File: src/rtl/irmr_pkg.sv
// Package for the infrared motor remote frame builder.
// Holds sizes, command and status codes and the controller/datapath link types.
// Has no dependencies; every other file uses it.
package irmr_pkg;

  localparam int NUM_CHANNELS = 4;
  localparam int MAX_REPEATS  = 16;
  localparam int MAX_RESULTS  = 32;
  localparam int HALF_RESULTS = MAX_RESULTS / 2;

  localparam int CH_W  = $clog2(NUM_CHANNELS);
  localparam int CNT_W = $clog2(MAX_RESULTS + 1);

  localparam int MODE_W   = 2;
  localparam int CHAN_W   = 8;
  localparam int LEVEL_W  = 8;
  localparam int REP_W    = 5;
  localparam int NIB_W    = 4;
  localparam int FRAME_W  = 16;
  localparam int STATUS_W = 2;

  typedef enum logic [MODE_W-1:0] {
    MODE_SEND   = 2'd0,
    MODE_CACHE  = 2'd1,
    MODE_RESEND = 2'd2,
    MODE_UNUSED = 2'd3
  } mode_t;

  typedef enum logic [STATUS_W-1:0] {
    ST_OK        = 2'd0,
    ST_BAD_CHAN  = 2'd1,
    ST_BAD_LEVEL = 2'd2
  } status_t;

  // Controller to datapath.
  typedef struct packed {
    logic load;  // latch a request and update the cache
    logic emit;  // register the next result
  } irmr_cmd_t;

  // Datapath to controller.
  typedef struct packed {
    logic last;  // the next emitted result is the final one
  } irmr_stat_t;

endpackage

File: src/rtl/irmr_if.sv
// Handshake channels of the frame builder: request input and result output.
// Depends on irmr_pkg for field widths.
interface irmr_in_if;
  logic                          valid;
  logic                          ready;
  logic [irmr_pkg::MODE_W-1:0]   mode;
  logic [irmr_pkg::CHAN_W-1:0]   channel;
  logic                          port_sel;
  logic [irmr_pkg::LEVEL_W-1:0]  level;
  logic                          tx_mode;
  logic [irmr_pkg::REP_W-1:0]    repeat_count;

  modport source (output valid, mode, channel, port_sel, level, tx_mode, repeat_count,
                  input ready);
  modport sink   (input valid, mode, channel, port_sel, level, tx_mode, repeat_count,
                  output ready);
endinterface

interface irmr_out_if;
  logic                           valid;
  logic                           ready;
  logic [irmr_pkg::FRAME_W-1:0]   frame;
  logic                           frame_valid;
  logic [irmr_pkg::STATUS_W-1:0]  status;
  logic [irmr_pkg::NIB_W-1:0]     cached_a;
  logic [irmr_pkg::NIB_W-1:0]     cached_b;
  logic                           cached_tx_mode;
  logic                           last;

  modport source (output valid, frame, frame_valid, status, cached_a, cached_b,
                  cached_tx_mode, last, input ready);
  modport sink   (input valid, frame, frame_valid, status, cached_a, cached_b,
                  cached_tx_mode, last, output ready);
endinterface

File: src/rtl/irmr_ctrl.sv
// Controller of the frame builder: takes requests and paces result emission.
// Depends on irmr_pkg for the command and status structs.
module irmr_ctrl (
  input  logic                 clk,
  input  logic                 rst_n,
  input  logic                 in_valid,
  output logic                 in_ready,
  output logic                 out_valid,
  input  logic                 out_ready,
  output irmr_pkg::irmr_cmd_t  cmd,
  input  irmr_pkg::irmr_stat_t stat
);

  typedef enum logic {
    S_IDLE,
    S_EMIT
  } state_t;

  state_t state_r, state_nxt;
  logic   out_valid_r, out_valid_nxt;
  logic   slot_free;

  assign slot_free = !out_valid_r || out_ready;
  assign in_ready  = (state_r == S_IDLE);
  assign out_valid = out_valid_r;

  always_comb begin
    cmd.load      = 1'b0;
    cmd.emit      = 1'b0;
    state_nxt     = state_r;
    out_valid_nxt = out_ready ? 1'b0 : out_valid_r;
    unique case (state_r)
      S_IDLE: begin
        if (in_valid) begin
          cmd.load  = 1'b1;
          state_nxt = S_EMIT;
        end
      end
      S_EMIT: begin
        if (slot_free) begin
          cmd.emit      = 1'b1;
          out_valid_nxt = 1'b1;
          if (stat.last) state_nxt = S_IDLE;
        end
      end
      default: state_nxt = S_IDLE;
    endcase
  end

  always_ff @(posedge clk) begin
    if (!rst_n) begin
      state_r     <= S_IDLE;
      out_valid_r <= 1'b0;
    end else begin
      state_r     <= state_nxt;
      out_valid_r <= out_valid_nxt;
    end
  end

endmodule

File: src/rtl/irmr_datapath.sv
// Datapath of the frame builder: channel cache, request registers, frame
// assembly and the result register. Depends on irmr_pkg.
module irmr_datapath (
  input  logic                             clk,
  input  logic                             rst_n,
  input  irmr_pkg::irmr_cmd_t              cmd,
  output irmr_pkg::irmr_stat_t             stat,
  input  logic [irmr_pkg::MODE_W-1:0]      in_mode,
  input  logic [irmr_pkg::CHAN_W-1:0]      in_channel,
  input  logic                             in_port_sel,
  input  logic [irmr_pkg::LEVEL_W-1:0]     in_level,
  input  logic                             in_tx_mode,
  input  logic [irmr_pkg::REP_W-1:0]       in_repeat_count,
  output logic [irmr_pkg::FRAME_W-1:0]     out_frame,
  output logic                             out_frame_valid,
  output logic [irmr_pkg::STATUS_W-1:0]    out_status,
  output logic [irmr_pkg::NIB_W-1:0]       out_cached_a,
  output logic [irmr_pkg::NIB_W-1:0]       out_cached_b,
  output logic                             out_cached_tx_mode,
  output logic                             out_last
);

  localparam int CH_W  = irmr_pkg::CH_W;
  localparam int CNT_W = irmr_pkg::CNT_W;
  localparam int NIB_W = irmr_pkg::NIB_W;

  // Per-channel cache.
  logic [NIB_W-1:0] level_a_r [irmr_pkg::NUM_CHANNELS];
  logic [NIB_W-1:0] level_b_r [irmr_pkg::NUM_CHANNELS];
  logic             tx_mode_r [irmr_pkg::NUM_CHANNELS];
  logic             toggle_r  [irmr_pkg::NUM_CHANNELS];

  // Latched request.
  logic [CH_W-1:0]               idx_r;
  logic                          chan_ok_r;
  logic                          single_r;
  logic                          resend_r;
  logic                          port_r;
  logic                          alt_r;
  logic [CNT_W-1:0]              rem_r;
  irmr_pkg::status_t             status_r;

  // Result register.
  logic [irmr_pkg::FRAME_W-1:0]  frame_r;
  logic                          frame_valid_r;
  logic [irmr_pkg::STATUS_W-1:0] res_status_r;
  logic [NIB_W-1:0]              cached_a_r;
  logic [NIB_W-1:0]              cached_b_r;
  logic                          cached_tx_r;
  logic                          last_r;

  // Request decode.
  irmr_pkg::mode_t   mode_in;
  logic              chan_ok;
  logic [CH_W-1:0]   idx_in;
  logic              level_ok;
  logic              write_en;
  logic [CNT_W-1:0]  reps;
  logic [CNT_W-1:0]  reps_full;
  logic [CNT_W-1:0]  reps_half;
  logic [CNT_W-1:0]  count_nxt;
  irmr_pkg::status_t status_nxt;
  logic              single_nxt;

  // Frame assembly.
  logic              emit_port;
  logic              toggle_new;
  logic [NIB_W-1:0]  n1, n2, n3, chk;
  logic [NIB_W-1:0]  emit_level;
  logic              has_frame;

  assign mode_in  = irmr_pkg::mode_t'(in_mode);
  assign chan_ok  = (in_channel >= irmr_pkg::CHAN_W'(1)) &&
                    (in_channel <= irmr_pkg::CHAN_W'(irmr_pkg::NUM_CHANNELS));
  assign idx_in   = chan_ok ? CH_W'(in_channel - irmr_pkg::CHAN_W'(1)) : '0;
  assign level_ok = (in_level[irmr_pkg::LEVEL_W-1:NIB_W] == '0);

  always_comb begin
    if (CNT_W'(in_repeat_count) > CNT_W'(irmr_pkg::MAX_REPEATS))
      reps = CNT_W'(irmr_pkg::MAX_REPEATS);
    else
      reps = CNT_W'(in_repeat_count);
    reps_full = (reps > CNT_W'(irmr_pkg::MAX_RESULTS)) ? CNT_W'(irmr_pkg::MAX_RESULTS) : reps;
    reps_half = (reps > CNT_W'(irmr_pkg::HALF_RESULTS)) ?
                CNT_W'(irmr_pkg::HALF_RESULTS) : reps;
  end

  always_comb begin
    status_nxt = irmr_pkg::ST_OK;
    count_nxt  = '0;
    write_en   = 1'b0;
    single_nxt = in_tx_mode;
    unique case (mode_in) inside
      irmr_pkg::MODE_SEND, irmr_pkg::MODE_CACHE: begin
        if (!chan_ok) begin
          status_nxt = irmr_pkg::ST_BAD_CHAN;
        end else if (!level_ok) begin
          status_nxt = irmr_pkg::ST_BAD_LEVEL;
        end else begin
          write_en = 1'b1;
          if (mode_in == irmr_pkg::MODE_SEND) count_nxt = reps_full;
        end
      end
      irmr_pkg::MODE_RESEND: begin
        single_nxt = tx_mode_r[idx_in];
        if (!chan_ok) begin
          status_nxt = irmr_pkg::ST_BAD_CHAN;
        end else if (tx_mode_r[idx_in]) begin
          // Each repetition sends a port A frame and a port B frame.
          count_nxt = CNT_W'({reps_half, 1'b0});
        end else begin
          count_nxt = reps_full;
        end
      end
      irmr_pkg::MODE_UNUSED: status_nxt = irmr_pkg::ST_OK;
      default: status_nxt = irmr_pkg::ST_OK;
    endcase
  end

  assign has_frame  = (rem_r != '0);
  assign emit_port  = resend_r ? alt_r : port_r;
  assign toggle_new = ~toggle_r[idx_r];
  assign emit_level = emit_port ? level_b_r[idx_r] : level_a_r[idx_r];

  always_comb begin
    if (single_r) begin
      n1 = {toggle_new, 1'b0, idx_r};
      n2 = {3'b010, emit_port};
      n3 = emit_level;
    end else begin
      n1 = {2'b01, idx_r};
      n2 = level_b_r[idx_r];
      n3 = level_a_r[idx_r];
    end
    chk = 4'hF ^ n1 ^ n2 ^ n3;
  end

  assign stat.last = (rem_r <= CNT_W'(1));

  always_ff @(posedge clk) begin
    if (!rst_n) begin
      for (int i = 0; i < irmr_pkg::NUM_CHANNELS; i++) begin
        level_a_r[i] <= '0;
        level_b_r[i] <= '0;
        tx_mode_r[i] <= 1'b0;
        toggle_r[i]  <= 1'b0;
      end
      rem_r <= '0;
    end else begin
      if (cmd.load) begin
        if (write_en) begin
          if (in_port_sel) level_b_r[idx_in] <= in_level[NIB_W-1:0];
          else             level_a_r[idx_in] <= in_level[NIB_W-1:0];
          tx_mode_r[idx_in] <= in_tx_mode;
        end
        rem_r <= count_nxt;
      end else if (cmd.emit && has_frame) begin
        rem_r <= rem_r - CNT_W'(1);
        if (single_r) toggle_r[idx_r] <= toggle_new;
      end
    end
  end

  // Request and result payload registers carry no reset.
  always_ff @(posedge clk) begin
    if (cmd.load) begin
      idx_r     <= idx_in;
      chan_ok_r <= chan_ok;
      single_r  <= single_nxt;
      resend_r  <= (mode_in == irmr_pkg::MODE_RESEND);
      port_r    <= in_port_sel;
      alt_r     <= 1'b0;
      status_r  <= status_nxt;
    end else if (cmd.emit && has_frame) begin
      alt_r <= ~alt_r;
    end
    if (cmd.emit) begin
      frame_r       <= has_frame ? {n1, n2, n3, chk} : '0;
      frame_valid_r <= has_frame;
      res_status_r  <= status_r;
      cached_a_r    <= chan_ok_r ? level_a_r[idx_r] : '0;
      cached_b_r    <= chan_ok_r ? level_b_r[idx_r] : '0;
      cached_tx_r   <= chan_ok_r ? tx_mode_r[idx_r] : 1'b0;
      last_r        <= stat.last;
    end
  end

  assign out_frame          = frame_r;
  assign out_frame_valid    = frame_valid_r;
  assign out_status         = res_status_r;
  assign out_cached_a       = cached_a_r;
  assign out_cached_b       = cached_b_r;
  assign out_cached_tx_mode = cached_tx_r;
  assign out_last           = last_r;

endmodule

File: src/rtl/ir_motor_remote_frame_builder_unit.sv
// Infrared motor remote frame builder, top level. The first result is registered
// in S_EMIT, once the output slot is free, after a request is taken. A request yielding
// n frames gives max(n,1) results, one per cycle while the sink is ready, and keeps
// in_ready low until the final result is registered.
// Synchronous active-low reset clears the channel cache and the controller.
module ir_motor_remote_frame_builder_unit (
  input logic       clk,
  input logic       rst_n,
  irmr_in_if.sink   in_chan,
  irmr_out_if.source out_chan
);

  irmr_pkg::irmr_cmd_t  cmd;
  irmr_pkg::irmr_stat_t stat;

  irmr_ctrl u_ctrl (
    .clk       (clk),
    .rst_n     (rst_n),
    .in_valid  (in_chan.valid),
    .in_ready  (in_chan.ready),
    .out_valid (out_chan.valid),
    .out_ready (out_chan.ready),
    .cmd       (cmd),
    .stat      (stat)
  );

  irmr_datapath u_datapath (
    .clk                (clk),
    .rst_n              (rst_n),
    .cmd                (cmd),
    .stat               (stat),
    .in_mode            (in_chan.mode),
    .in_channel         (in_chan.channel),
    .in_port_sel        (in_chan.port_sel),
    .in_level           (in_chan.level),
    .in_tx_mode         (in_chan.tx_mode),
    .in_repeat_count    (in_chan.repeat_count),
    .out_frame          (out_chan.frame),
    .out_frame_valid    (out_chan.frame_valid),
    .out_status         (out_chan.status),
    .out_cached_a       (out_chan.cached_a),
    .out_cached_b       (out_chan.cached_b),
    .out_cached_tx_mode (out_chan.cached_tx_mode),
    .out_last           (out_chan.last)
  );

endmodule
File: src/flat_wrapper.sv
// flat-port wrapper written by rule: the top's interface ports become plain ports
module ir_motor_remote_frame_builder_unit_flat 
  (clk, rst_n, in_chan_valid, in_chan_mode, in_chan_channel, in_chan_port_sel, in_chan_level, in_chan_tx_mode, in_chan_repeat_count, in_chan_ready, out_chan_valid, out_chan_frame, out_chan_frame_valid, out_chan_status, out_chan_cached_a, out_chan_cached_b, out_chan_cached_tx_mode, out_chan_last, out_chan_ready);
  irmr_in_if in_chan_i ();
  irmr_out_if out_chan_i ();
  input logic clk;
  input logic rst_n;
  input wire logic [$bits(in_chan_i.valid)-1:0] in_chan_valid;
  input wire logic [$bits(in_chan_i.mode)-1:0] in_chan_mode;
  input wire logic [$bits(in_chan_i.channel)-1:0] in_chan_channel;
  input wire logic [$bits(in_chan_i.port_sel)-1:0] in_chan_port_sel;
  input wire logic [$bits(in_chan_i.level)-1:0] in_chan_level;
  input wire logic [$bits(in_chan_i.tx_mode)-1:0] in_chan_tx_mode;
  input wire logic [$bits(in_chan_i.repeat_count)-1:0] in_chan_repeat_count;
  output wire logic [$bits(in_chan_i.ready)-1:0] in_chan_ready;
  output wire logic [$bits(out_chan_i.valid)-1:0] out_chan_valid;
  output wire logic [$bits(out_chan_i.frame)-1:0] out_chan_frame;
  output wire logic [$bits(out_chan_i.frame_valid)-1:0] out_chan_frame_valid;
  output wire logic [$bits(out_chan_i.status)-1:0] out_chan_status;
  output wire logic [$bits(out_chan_i.cached_a)-1:0] out_chan_cached_a;
  output wire logic [$bits(out_chan_i.cached_b)-1:0] out_chan_cached_b;
  output wire logic [$bits(out_chan_i.cached_tx_mode)-1:0] out_chan_cached_tx_mode;
  output wire logic [$bits(out_chan_i.last)-1:0] out_chan_last;
  input wire logic [$bits(out_chan_i.ready)-1:0] out_chan_ready;
  assign in_chan_i.valid = in_chan_valid;
  assign in_chan_i.mode = in_chan_mode;
  assign in_chan_i.channel = in_chan_channel;
  assign in_chan_i.port_sel = in_chan_port_sel;
  assign in_chan_i.level = in_chan_level;
  assign in_chan_i.tx_mode = in_chan_tx_mode;
  assign in_chan_i.repeat_count = in_chan_repeat_count;
  assign in_chan_ready = in_chan_i.ready;
  assign out_chan_valid = out_chan_i.valid;
  assign out_chan_frame = out_chan_i.frame;
  assign out_chan_frame_valid = out_chan_i.frame_valid;
  assign out_chan_status = out_chan_i.status;
  assign out_chan_cached_a = out_chan_i.cached_a;
  assign out_chan_cached_b = out_chan_i.cached_b;
  assign out_chan_cached_tx_mode = out_chan_i.cached_tx_mode;
  assign out_chan_last = out_chan_i.last;
  assign out_chan_i.ready = out_chan_ready;
  ir_motor_remote_frame_builder_unit u_core (.clk(clk), .rst_n(rst_n), .in_chan(in_chan_i), .out_chan(out_chan_i));
endmodule
File: config.mk
export PLATFORM = sky130hd
export DESIGN_NAME = ir_motor_remote_frame_builder_unit_flat
export DESIGN_NICKNAME = d
export VERILOG_FILES = /design/src/rtl/irmr_pkg.sv /design/src/rtl/irmr_if.sv /design/src/rtl/irmr_ctrl.sv /design/src/rtl/irmr_datapath.sv /design/src/rtl/ir_motor_remote_frame_builder_unit.sv /design/src/flat_wrapper.sv
export SDC_FILE = /design/constraint.sdc
export NUM_CORES = 1
export LEC_CHECK = 0
export BUFFER_PORTS_ARGS = -buffer_cell sky130_fd_sc_hd__buf_2
export CAP_MARGIN = 20
export CORE_AREA = 2 2 70 122
export DETAILED_ROUTE_END_ITERATION = 12
export DIE_AREA = 0 0 72 124
export PLACE_DENSITY = 0.77
export SLEW_MARGIN = 25
export SYNTH_ARGS = -nofsm -noshare
export SYNTH_HDL_FRONTEND = slang
export SYNTH_SLANG_ARGS = --single-unit
File: constraint.sdc
create_clock -name clk -period 3.6 [get_ports clk]
set_clock_uncertainty 0.2 [all_clocks]
set_input_delay 0.54 -clock clk [delete_from_list [all_inputs] [get_ports clk]]
set_output_delay 0.54 -clock clk [all_outputs]
set_load 0.02 [all_outputs]
Yosys cells after proc, flatten, opt, wreduce, memory -nomap -nowiden
Memories as Yosys holds them, arrays and structs flattened. A register that Yosys moved wholly into a read port is not among the register bits.
Cells that the tools add are included.
{ "word_totals": {"elab_cells": 120, "ramBits": 40, "inputBits": 29, "regBits": 45, "n_memories": 4} }
{ "mem_list": {"columns": ["memory", "depth", "word_bits", "read_ports", "rd_clocked_by_memory_dff", "wr", "line", "rtl"], "rows": [
  ["u_core.u_datapath.level_a_r", 4, 4, 1, 1, 4, "irmr_datapath.sv:28", "logic [NIB_W-1:0] level_a_r [irmr_pkg::NUM_CHANNELS];"],
  ["u_core.u_datapath.level_b_r", 4, 4, 1, 1, 4, "irmr_datapath.sv:29", "logic [NIB_W-1:0] level_b_r [irmr_pkg::NUM_CHANNELS];"],
  ["u_core.u_datapath.toggle_r", 4, 1, 1, 1, 4, "irmr_datapath.sv:31", "logic toggle_r [irmr_pkg::NUM_CHANNELS];"],
  ["u_core.u_datapath.tx_mode_r", 4, 1, 2, 1, 4, "irmr_datapath.sv:30", "logic tx_mode_r [irmr_pkg::NUM_CHANNELS];"]
]} }
{ "op_classes": {"eq_ne": 2, "bitwise": 6, "n_reduce_logical": 14, "n_lt_le_gt_ge": 6, "n_addsub": 2, "n_mux": 70} }
{ "ops": {"columns": ["op", "count"], "rows": [
  ["$mux W6", 8],
  ["$mux W1", 41],
  ["$mux W4", 6],
  ["$mux W2", 10],
  ["$pmux W6 S2", 1],
  ["$mux W5", 2],
  ["$ge A8 B1 Y1 const B", 1],
  ["$le A8 B3 Y1 const B", 1],
  ["$reduce_or A4 Y1", 2],
  ["$xor A4 B4 Y4", 2],
  ["$gt A6 B5 Y1 const B", 1],
  ["$gt A6 B6 Y1 const B", 1],
  ["$le A6 B1 Y1 const B", 1],
  ["$reduce_bool A6 Y1", 1],
  ["$sub A6 B1 Y6 const B", 1],
  ["$gt A5 B5 Y1 const B", 1],
  ["$logic_not A4 Y1", 1],
  ["$not A4 Y4", 1],
  ["$pmux W2 S2", 1],
  ["$not A1 Y1", 3],
  ["$eq A2 B1 Y1 const B", 1],
  ["$eq A2 B2 Y1 const B", 1],
  ["$logic_and A1 B1 Y1", 2],
  ["$logic_not A1 Y1", 2],
  ["other kinds (7)", 8]
]} }

Longest topological paths before layout
{ "logic_depth": {"ltp_word": 11, "mapped_depth": 7} }

By module
A second synthesis with hierarchy kept.
{ "unflattened": {"cells_unflattened": 338, "hier_area_um2": 4229.1} }
{ "modules_own_cells": {"columns": ["module", "instances", "cells_per_inst", "area_each_um2"], "rows": [
  ["irmr_datapath", 1, 329, 4136.5],
  ["irmr_ctrl", 1, 9, 92.6]
]} }

Worst setup path after synthesis
OpenSTA, ideal clock, no wires.
{ "synth_timing": {"path_kind": "input-to-reg", "from": "in in_chan_channel[4]", "to": "mem u_core.u_datapath.level_a_r[1][0] (enable)", "n_path_buf": 1, "cell_stages": 5, "t_arrival_ns": 2.418, "path_slack_ns": 0.610, "cell_sequence": "or4_1 a2111oi_4 buf_4 nand2_1 o31ai_1"} }
{ "synth_lines": {"columns": ["item", "line", "rtl"], "rows": [
  ["start: declaration", "flat_wrapper.sv:10", "input wire logic [$bits(in_chan_i.channel)-1:0] in_chan_channel;"],
  ["end: declaration", "irmr_datapath.sv:28", null]
]} }

==> impl_metrics.py <==
metrics = {
    "setup_path": {
        "crit-reg2reg-capture": "u_core.u_datapath.level_b_r[0][1]",
        "critical_path_required_ps": 3380,
        "r2r-start": "u_core.u_ctrl.state_r",
        "rr_worst_depth": 4,
        "critPathArrivalTime_ps": 2770,
        "crit_end_category": "register",
        "setup.reg_to_reg.worst_slack_ps": 950,
        "timing.critical_path.from_type": "input port",
        "setup.worst_path.class": "input port to register",
        "timing.critical_path.fanout_max": 26,
    },
    "routing": {
        "drt_first_pass_iters": 4,
        "route.final.wire_length_mm": 8.826,
        "route.vias.total": 3055,
        "vias_per_cell": 5.978,
        "drc_viols": 0,
        "drt-initial-drc-count": 223,
        "drt-wirelength-per-cell_um": 17.27,
        "number_of_nets_with_antenna_violations_after_routing": 0,
    },
    "synthesis": {
        "postSynthNetCount": 390,
        "yosysSeqAreaShare": 0.5638,
        "ys_warn_count": 0,
        "synth-edff-count": 71,
        "synthesis.area_mm2": 0.004385,
        "postSynthAreaPerCell_um2": 12.35,
        "postSynth.asyncResetShare": 0,
        "synth_top_flop_cell": "edfxtp_1",
        "post_synth_num_cell_types": 49,
        "synthesis.instances": 355,
        "yosys_register_bits": 88,
    },
    "sta": {
        "final_hold_viol_count": 0,
        "max-slew-margin-rel": 0.5530,
        "sum_neg_setup_slack_ps": 0,
        "setup-violations-final": 0,
        "final-max-slew-violation-count": 0,
        "max_freq_ghz": 0.3342,
        "final.min_clock_period_ps": 2992,
        "grt_setup_unrepaired": "false",
        "worst-slew-pin-transition_ps": 664.9,
        "post-route-period-util": 0.8311,
        "finalHoldWorstSlack_ps": 218.2,
    },
    "floorplanning": {
        "floorplan.io_pins": 60,
        "num_rows": 43,
        "die_w_um": 72,
        "floorplan.initialDensity": 0.5545,
        "die_area_mm2": 0.008928,
        "core_mm2": 0.007909,
        "die_height_um": 124,
    },
    "cells_and_area": {
        "areaGrowthSynthToFinish_pct": 17.12,
        "num-nets-final": 451,
        "fillerInstances": 628,
        "fraction_of_final_layout_cells_with_drive_strength_greater_than_1": 0.2684,
        "count_of_antenna_diodes_in_the_layout": 0,
        "utilization": 0.6494,
        "final-instance-count-excl-fill": 511,
    },
    "power_and_ir_drop": {
        "leakage_power_nw": 1.944,
        "worst_ir_drop_vdd_mv": 0.2758,
        "power_per_cell_area_mw_per_mm2": 520.6,
    },
    "grt": {
        "grtUsageTotal": 0.2079,
        "grt_max_degree": 31,
        "number_of_antenna_violations_at_the_first_check_in_global_routing": 0,
        "global_route_wire_length_before_repair_mm": 14.01,
        "grt_pass1_vias": 2889,
        "grt.overflow.total": 0,
    },
    "run": {
        "number_of_max_cap_violations": 0,
    },
    "placement": {
        "place_congestion": 0.8976,
        "port_buffers": 59,
        "dpl.cell_count": 495,
        "place_hpwl_mm": 6.484,
    },
    "clock_tree": {
        "cts_hold_buf": 0,
        "clock-sinks": 88,
        "clock_tree.root_cell": "clkbuf_16",
        "post_cts_buffers": 0,
        "cts-root-to-sink-buffers": 2,
        "cts_repair_resize_count": 0,
        "cts_tree": "built",
        "tritoncts.num_buffers": 9,
        "worstSkewPairLatency_ps": 340,
        "cts.reportedPaths.clkPinSlew_ps": 60,
        "ctsHtreeMaxLevel": 3,
    },
    "min_path": {
        "worst_hold_path_type": "register to register",
        "worstHoldPathCells": 0,
        "hold_path_end": "u_core.u_datapath.out_status[1]",
        "hold_path_startpoint": "u_core.u_datapath.status_r[1]",
    },
    "run_status": {
        "status": "completed",
    },
}
## power by group
part           switching (mW)  internal (mW)
logic                   0.235          0.152
clock network           0.387          0.685
registers              0.0367           1.18
## flip-flops by register name (all words and copies together) (netlist names), 4 cells and up, named ones only
register / flops
u_core.u_datapath.out_frame: 16
u_core.u_datapath.level_b_r: 16
u_core.u_datapath.rem_r: 6
u_core.u_datapath.toggle_r: 4
u_core.u_datapath.out_cached_a: 4
u_core.u_datapath.out_cached_b: 4
u_core.u_datapath.tx_mode_r: 4
u_core.u_datapath.level_a_r: 16
## worst max path at each step
stage | from | endpoint | slack (ps)
6_report | in_chan_channel[4] | u_core.u_datapath.level_a_r[1][1] | 610
5_1_grt | in_chan_channel[4] | u_core.u_datapath.level_a_r[1][1] | 470
4_1_cts | in_chan_channel[4] | u_core.u_datapath.level_a_r[1][1] | 610
3_5_place_dp | in_chan_channel[4] | u_core.u_datapath.level_a_r[1][0] | 240
3_3_place_gp | in_chan_channel[4] | u_core.u_datapath.level_a_r[0][2] | 370
2_1_floorplan | in_chan_channel[4] | u_core.u_datapath.level_a_r[1][0] | 610
## layer usage
metal  up-vias  global-route usage  routed length (µm)
li1       1500                   -                   -
met1      1462              0.2439                3472
met2        77              0.3721                4842
met3        16             0.02670                 281
met4         0             0.09906                 229
met5         -                   0                   0
## cell type report
class | count | area (µm²) | share of cell area
Clock inverter | 7 | 123.9 | 0.02412
Tap cell | 90 | 112.6 | 0.02192
Inverter | 18 | 67.56 | 0.01315
Timing Repair Buffer | 73 | 400.4 | 0.07795
Multi-Input combinational cell | 226 | 1734 | 0.3376
Sequential cell | 88 | 2472 | 0.4814
Clock buffer | 9 | 225.2 | 0.04385
## per-stage QoR
stage	area [µm²]	setup WS (ps)	total power [mW]
2_1_floorplan	4385	609.5	1.502
4_1_cts	5136	612.8	2.694
3_3_place_gp	4787	370.3	1.610
6_report	5136	608.0	2.674
3_5_place_dp	4787	243.7	1.622
5_1_grt	5136	471.8	2.779
## worst max-delay path: stages
cell and delay, ps:
buf_2 90, or4_1 570, a2111oi_4 280, buf_4 310, nand4_4 280, o31ai_1 680
## cells by family (layout without fill, tap and decap cells)
logic type      count (synthesis)  count (layout)  synth area share
compound gates                 45              45           0.07504
xor+xnor                        4               4          0.007990
mux                            36              36            0.1187
buf+inv                        41             107           0.04080
fa+ha+maj                       6               6           0.01712
simple gates                  135             135            0.1766
flops                          88              88            0.5638
## placed cells by master (no fill, tap or decap), types with 2 or more instances in the layout
| master | count |
|---|---|
| edfxtp_1 | 71 |
| buf_2 | 59 |
| nor4_1 | 25 |
| nor2_1 | 23 |
| inv_1 | 17 |
| dfxtp_1 | 17 |
| and2_1 | 16 |
| mux2i_1 | 16 |
| nand2_1 | 14 |
| nor3_1 | 14 |
| buf_4 | 14 |
| mux4_2 | 12 |
| nand4_1 | 12 |
| o21ai_0 | 11 |
| clkbuf_16 | 9 |
| mux2_2 | 8 |
| o31ai_1 | 7 |
| nor3b_1 | 6 |
| a21oi_1 | 6 |
| ha_1 | 6 |
| and3_1 | 4 |
| nand2b_1 | 4 |
| nand3_1 | 4 |
| nor4b_1 | 4 |
| or4_1 | 3 |
| nor2b_1 | 3 |
| a31oi_1 | 3 |
| inv_6 | 3 |
| bufinv_16 | 3 |
| o211ai_1 | 2 |
| xor2_1 | 2 |
| a211oi_1 | 2 |
| xnor2_1 | 2 |
| a21boi_0 | 2 |
## synth_stat cells, types with 3 or more instances
master | instances | area share
a21oi_1 | 6 | 0.0068
a31oi_1 | 3 | 0.0043
and2_1 | 16 | 0.023
and3_1 | 4 | 0.0057
buf_2 | 5 | 0.0057
clkbuf_1 | 15 | 0.013
dfxtp_1 | 17 | 0.078
edfxtp_1 | 71 | 0.49
ha_1 | 6 | 0.017
inv_1 | 17 | 0.015
mux2_2 | 8 | 0.021
mux2i_1 | 16 | 0.037
mux4_2 | 12 | 0.062
nand2_1 | 14 | 0.012
nand2b_1 | 4 | 0.0057
nand3_1 | 4 | 0.0046
nand4_1 | 12 | 0.017
nor2_1 | 23 | 0.020
nor2b_1 | 3 | 0.0043
nor3_1 | 14 | 0.016
nor3b_1 | 6 | 0.010
nor4_1 | 25 | 0.036
nor4b_1 | 4 | 0.0080
o21ai_0 | 11 | 0.013
o31ai_1 | 7 | 0.012
or4_1 | 3 | 0.0051
Note: power is estimated with default switching activity, not from simulation.
